## src/hdl/cmr_pkg.sv

```systemverilog
package cmr_pkg;

   localparam int ID_W     = 64;
   localparam int DATA_W   = 64;
   localparam int IDX_W    = 4;
   localparam int TOTAL_W  = 5;
   localparam int BYTES_W  = 4;
   localparam int STATUS_W = 3;
   localparam int CMD_W    = 2;
   localparam int OP_W     = 2;

   // Wide enough for a slot number of the largest table.
   localparam int SLOT_FIELD_W = 6;

   // A chunk index field can address this many chunks.
   localparam int INDEX_CHUNKS = 16;

   localparam int QUEUE_DEPTH = 2;

   localparam logic [CMD_W-1:0] CMD_PUT   = 2'd0;
   localparam logic [CMD_W-1:0] CMD_QUERY = 2'd1;
   localparam logic [CMD_W-1:0] CMD_TAKE  = 2'd2;

   localparam logic [STATUS_W-1:0] ST_OK           = 3'd0;
   localparam logic [STATUS_W-1:0] ST_ZERO_TOTAL   = 3'd1;
   localparam logic [STATUS_W-1:0] ST_RANGE        = 3'd2;
   localparam logic [STATUS_W-1:0] ST_MISMATCH     = 3'd3;
   localparam logic [STATUS_W-1:0] ST_FULL         = 3'd4;
   localparam logic [STATUS_W-1:0] ST_NOT_FOUND    = 3'd5;
   localparam logic [STATUS_W-1:0] ST_NOT_COMPLETE = 3'd6;

   // Work handed from the front to the back.
   localparam logic [OP_W-1:0] OP_RESP  = 2'd0;
   localparam logic [OP_W-1:0] OP_WRITE = 2'd1;
   localparam logic [OP_W-1:0] OP_TAKE  = 2'd2;

   typedef struct packed {
      logic [CMD_W-1:0]   command;
      logic [ID_W-1:0]    msg_id;
      logic [IDX_W-1:0]   chunk_index;
      logic [TOTAL_W-1:0] chunk_total;
      logic [DATA_W-1:0]  chunk_data;
      logic [BYTES_W-1:0] chunk_bytes;
   } cmr_item_type;

   typedef struct packed {
      logic [OP_W-1:0]         kind;
      logic [STATUS_W-1:0]     status;
      logic                    complete;
      logic [SLOT_FIELD_W-1:0] slot;
      logic [IDX_W-1:0]        index;
      logic [TOTAL_W-1:0]      total;
      logic [DATA_W-1:0]       data;
      logic [BYTES_W-1:0]      bytes;
   } cmr_op_type;

endpackage

```

## src/hdl/cmr_queue.sv

```systemverilog
module cmr_queue import cmr_pkg::*; (
   input  logic       clock,
   input  logic       reset,
   input  logic       push,
   input  cmr_op_type push_op,
   output logic       full,
   input  logic       pop,
   output cmr_op_type pop_op,
   output logic       not_empty
);

   localparam int PW = (QUEUE_DEPTH > 1) ? $clog2(QUEUE_DEPTH) : 1;
   localparam int CW = $clog2(QUEUE_DEPTH + 1);

   cmr_op_type    entry_ff [QUEUE_DEPTH];
   cmr_op_type    entry_in [QUEUE_DEPTH];
   logic [PW-1:0] wr_ptr_ff, wr_ptr_in;
   logic [PW-1:0] rd_ptr_ff, rd_ptr_in;
   logic [CW-1:0] count_ff, count_in;

   always_comb begin
      entry_in  = entry_ff;
      wr_ptr_in = wr_ptr_ff;
      rd_ptr_in = rd_ptr_ff;
      count_in  = count_ff;
      if (push) begin
         entry_in[wr_ptr_ff] = push_op;
         wr_ptr_in = (wr_ptr_ff == PW'(QUEUE_DEPTH - 1)) ? '0 : wr_ptr_ff + 1'b1;
      end
      if (pop) begin
         rd_ptr_in = (rd_ptr_ff == PW'(QUEUE_DEPTH - 1)) ? '0 : rd_ptr_ff + 1'b1;
      end
      if (push && !pop) begin
         count_in = count_ff + 1'b1;
      end else if (pop && !push) begin
         count_in = count_ff - 1'b1;
      end
   end

   always_ff @(posedge clock) begin
      if (reset) begin
         wr_ptr_ff <= '0;
         rd_ptr_ff <= '0;
         count_ff  <= '0;
      end else begin
         wr_ptr_ff <= wr_ptr_in;
         rd_ptr_ff <= rd_ptr_in;
         count_ff  <= count_in;
      end
   end

   always_ff @(posedge clock) begin
      entry_ff <= entry_in;
   end

   assign full      = (count_ff == CW'(QUEUE_DEPTH));
   assign not_empty = (count_ff != '0);
   assign pop_op    = entry_ff[rd_ptr_ff];

endmodule

```

## config.mk

```make
export PLATFORM = sky130hd
export DESIGN_NAME = cmr_queue
export DESIGN_NICKNAME = d
export VERILOG_FILES = /design/src/hdl/cmr_pkg.sv /design/src/hdl/cmr_queue.sv
export SDC_FILE = /design/constraint.sdc
export NUM_CORES = 1
export LEC_CHECK = 0
export BUFFER_PORTS_ARGS = -buffer_cell sky130_fd_sc_hd__buf_2
export CAP_MARGIN = 20
export CORE_MARGIN = 3
export CORE_UTILIZATION = 52
export CTS_BUF_LIST = sky130_fd_sc_hd__clkbuf_16
export DETAILED_ROUTE_END_ITERATION = 16
export PLACE_DENSITY = 0.84
export SLEW_MARGIN = 10
export SYNTH_ARGS = -nofsm -noshare
export SYNTH_HDL_FRONTEND = slang
export SYNTH_SLANG_ARGS = --single-unit
```

## constraint.sdc

```tcl
create_clock -name clock -period 5.6 [get_ports clock]
set_input_delay 0.56 -clock clock [delete_from_list [all_inputs] [get_ports clock]]
set_output_delay 0.56 -clock clock [all_outputs]
set_load 0.05 [all_outputs]
```

==> flow_summary.yaml <==
synth:
  synth_area_leaders: "edfxtp_1, mux2_2, buf_6"
  synth_top_family_by_area: "multiplexers"
  yosys_warnings: 0
  synth-simple-area-share_pct: 0.6781
  synth.area.mux_share_pct: 15.09
  syn_avg_cell_area_um2: 22.37
  synthAdderAreaFrac_pct: 0.1884
  netlist_instances: 297
  yosys_register_bits: 182
  yosysTopAreaCellShare_pct: 80.47
  yosysTopAreaCell: "edfxtp_1"
  synth_compound_area_share_pct: 0.1507
  yosysUniqueCellTypes: 17
  mappedNetlistArea_mm2: 0.006643
  synth_fp_nets: 391
  yosysSeqAreaShare_pct: 81.67
  yosys.area_share.xor_xnor_pct: 0.5274
finish:
  finalNetCount: 587
  areaGrowthSynthToFinish_pct: 25.33
  postLayoutCoreUtil_pct: 67.90
  drive_gt1_share_pct: 61.66
  diodes: 0
  num-fill-cells: 799
sta:
  finalHoldViolations: 0
  timing.hold.ws_ns: 0.3189
  tightest_slew_ns: 0.9075
  rsz0062_at_grt: "false"
  period_needed_ns: 2.678
  report.final.slew_viol_count: 0
  setup_violations: 0
  finClkSkew_ns: 0.006988
  period_share_pct: 47.82
  fmax_ghz: 0.3734
  slew_headroom_pct: 39.50
  setup_tns_ns: 0
worst_hold_path:
  min_path_type: "input pin to flip-flop"
  hold_end: "entry_ff[130]"
  holdPathStages: 1
  hp-start: "push_op[41]"
pwr:
  power_density_mw_per_mm2: 397.4
  clockPowerShare_pct: 34.6
  pwr-share-comb_pct: 16.4
  leakage_nw: 3.114
  finalPower_w: 0.003309
  p_int_w: 0.002403
  p_switching_w: 0.0009054
  p_seq_share_pct: 49.0
  p_sw_share_pct: 27.37
  peakVddDrop_mv: 0.2683
route:
  drcViolationCount: 0
  finalWirelength_um: 11820
  via_count: 3375
  viasPerCell: 5.007
  dr.pass1.iters: 4
  wire_per_inst_um: 17.54
  drt_iter0_drc: 223
  antenna_left: 0
status:
  outcome: "completed"
global_routing:
  grt_remaining_overflow: 0
  grt_max_degree: 90
  track_usage_pct: 17.08
  grt_pass1_vias: 3676
  grt_pass1_wl_um: 18420
  antenna_found_initial: 1
clock_network:
  clockBufferDepth: 2
  clock_sinks: 182
  holdBufCountCts: 0
  cts_root_buf: "clkbuf_16"
  cts_resized: 0
  numCtsBuffers: 17
  clock_latency_ns: 0.43
  h-tree-depth: 4
  clkTransAtPathRegs_ns: 0.06
  postCtsSetupBuffers: 0
  cts_tree: "yes"
placed_design:
  dp_hpwl_um: 7631
  gp_congestion: 0.7904
  io_buffers: 183
floorplanning:
  die_area_mm2: 0.01417
  die_width_um: 119.0
  die_y_um: 119.0
  ioPinCount: 184
  std_cell_rows: 40
  core-area_mm2: 0.01226
  start_util_pct: 54.17
worst_setup_path:
  ff2ff_setup_slack_ns: 3.57
  crit_path_end_kind: "primary output"
  r2r_end: "entry_ff[16]"
  startpoint_type: "flip-flop"
  arrival_ns: 2.12
  critPathKind: "flip-flop to primary output"
  cp.required_ns: 5.04
  worstPathMaxFanout: 49
  reg2reg_from: "wr_ptr_ff"
  rr_worst_depth: 2
run:
  cap_viol_max_count: 0
-- stage by stage --
stage / setup slack [ns] / std cells / instance area, µm²
finish: 2.922 / 674 / 8325
global route: 2.824 / 674 / 8325
CTS: 2.880 / 673 / 8298
detailed placement: 3.326 / 641 / 7716
global placement: 3.221 / 640 / 7689
floorplan: 0.6098 / 297 / 6643
-- flip-flops by register name, indices dropped and copies added (netlist names) --
name,flops
entry_ff,178
count_ff,2
rd_ptr_ff,1
wr_ptr_ff,1
-- worst max-delay path by stage --
stage	start	end	slack (ns)	depth (start not counted)
detailed placement	push	entry_ff[19]	3.33	3
global placement	rd_ptr_ff	pop_op[49]	3.22	2
CTS	rd_ptr_ff	pop_op[71]	2.88	3
floorplan	push	entry_ff[100]	0.61	1
finish	rd_ptr_ff	pop_op[71]	2.92	3
global route	rd_ptr_ff	pop_op[71]	2.82	3
-- worst max-delay path, cell delays in order, from the launching register on --
cell	delay [ns]
dfxtp_4	0.74
buf_16	0.31
mux2_2	0.38
buf_2	0.22
-- synth_stat cells --
cell	count
xnor2_1	2
or3_1	1
edfxtp_1	178
inv_1	1
ha_1	1
dfxtp_1	4
mux2_2	89
nor2b_1	1
o21ai_0	1
buf_6	9
and2_1	1
buf_4	1
xor2_1	2
nor2_1	3
or2_2	1
a21oi_1	1
and2b_2	1
-- cell families (layout without fill, tap and decap cells) --
logic type,Yosys count,after routing
AO/OA/AOI/OAI,2,2
XOR/XNOR,4,4
adder cells (fa/ha/maj),1,1
buffers and inverters,11,220
flip-flops,182,182
multiplexers,89,89
AND/OR/NAND/NOR,8,8
-- layer usage --
layer	track usage (%)	share of wire, %	up-vias
met1	19.79	40	1645
met5	0	0.068	-
met3	6.363	7.4	16
met2	28.54	51	141
met4	7.386	1.2	2
li1	-	-	1571
-- placed cells by master, fill, tap and decap left out --
master / instances
nor2b_4: 1
buf_2: 183
buf_16: 2
nor2_1: 3
or3_1: 1
inv_6: 2
inv_1: 1
clkinv_4: 2
clkinv_1: 1
clkinv_2: 1
dfxtp_1: 3
or2_2: 1
buf_4: 2
xor2_1: 2
edfxtp_1: 178
and2b_2: 1
o21ai_0: 1
and2_4: 1
clkbuf_16: 17
bufinv_16: 2
xnor2_1: 2
ha_1: 1
a21oi_1: 1
clkinvlp_4: 7
mux2_2: 89
dfxtp_4: 1
-- final cells by class --
| type | instances | area, µm² | share of cell area, % |
|---|---|---|---|
| sequential | 182 | 5429 | 65.21 |
| multi-input combinational | 104 | 1115 | 13.39 |
| timing repair buffer | 187 | 985.9 | 11.84 |
| clock buffer | 17 | 425.4 | 5.110 |
| tap | 168 | 210.2 | 2.525 |
| clock inverter | 15 | 156.4 | 1.879 |
| inverter | 1 | 3.754 | 0.04509 |
-- power groups by stage --
stage	clock, W	combinational, W	sequential (W)
4_1_cts	0.00117	0.000542	0.00162
3_5_place_dp	0	0.000540	0.00165
3_3_place_gp	0	0.000517	0.00166
5_1_grt	0.00123	0.000566	0.00163
6_report	0.00115	0.000542	0.00162
2_1_floorplan	0	0.000424	0.00164
No activity file was read; power rests on OpenSTA's default activity.
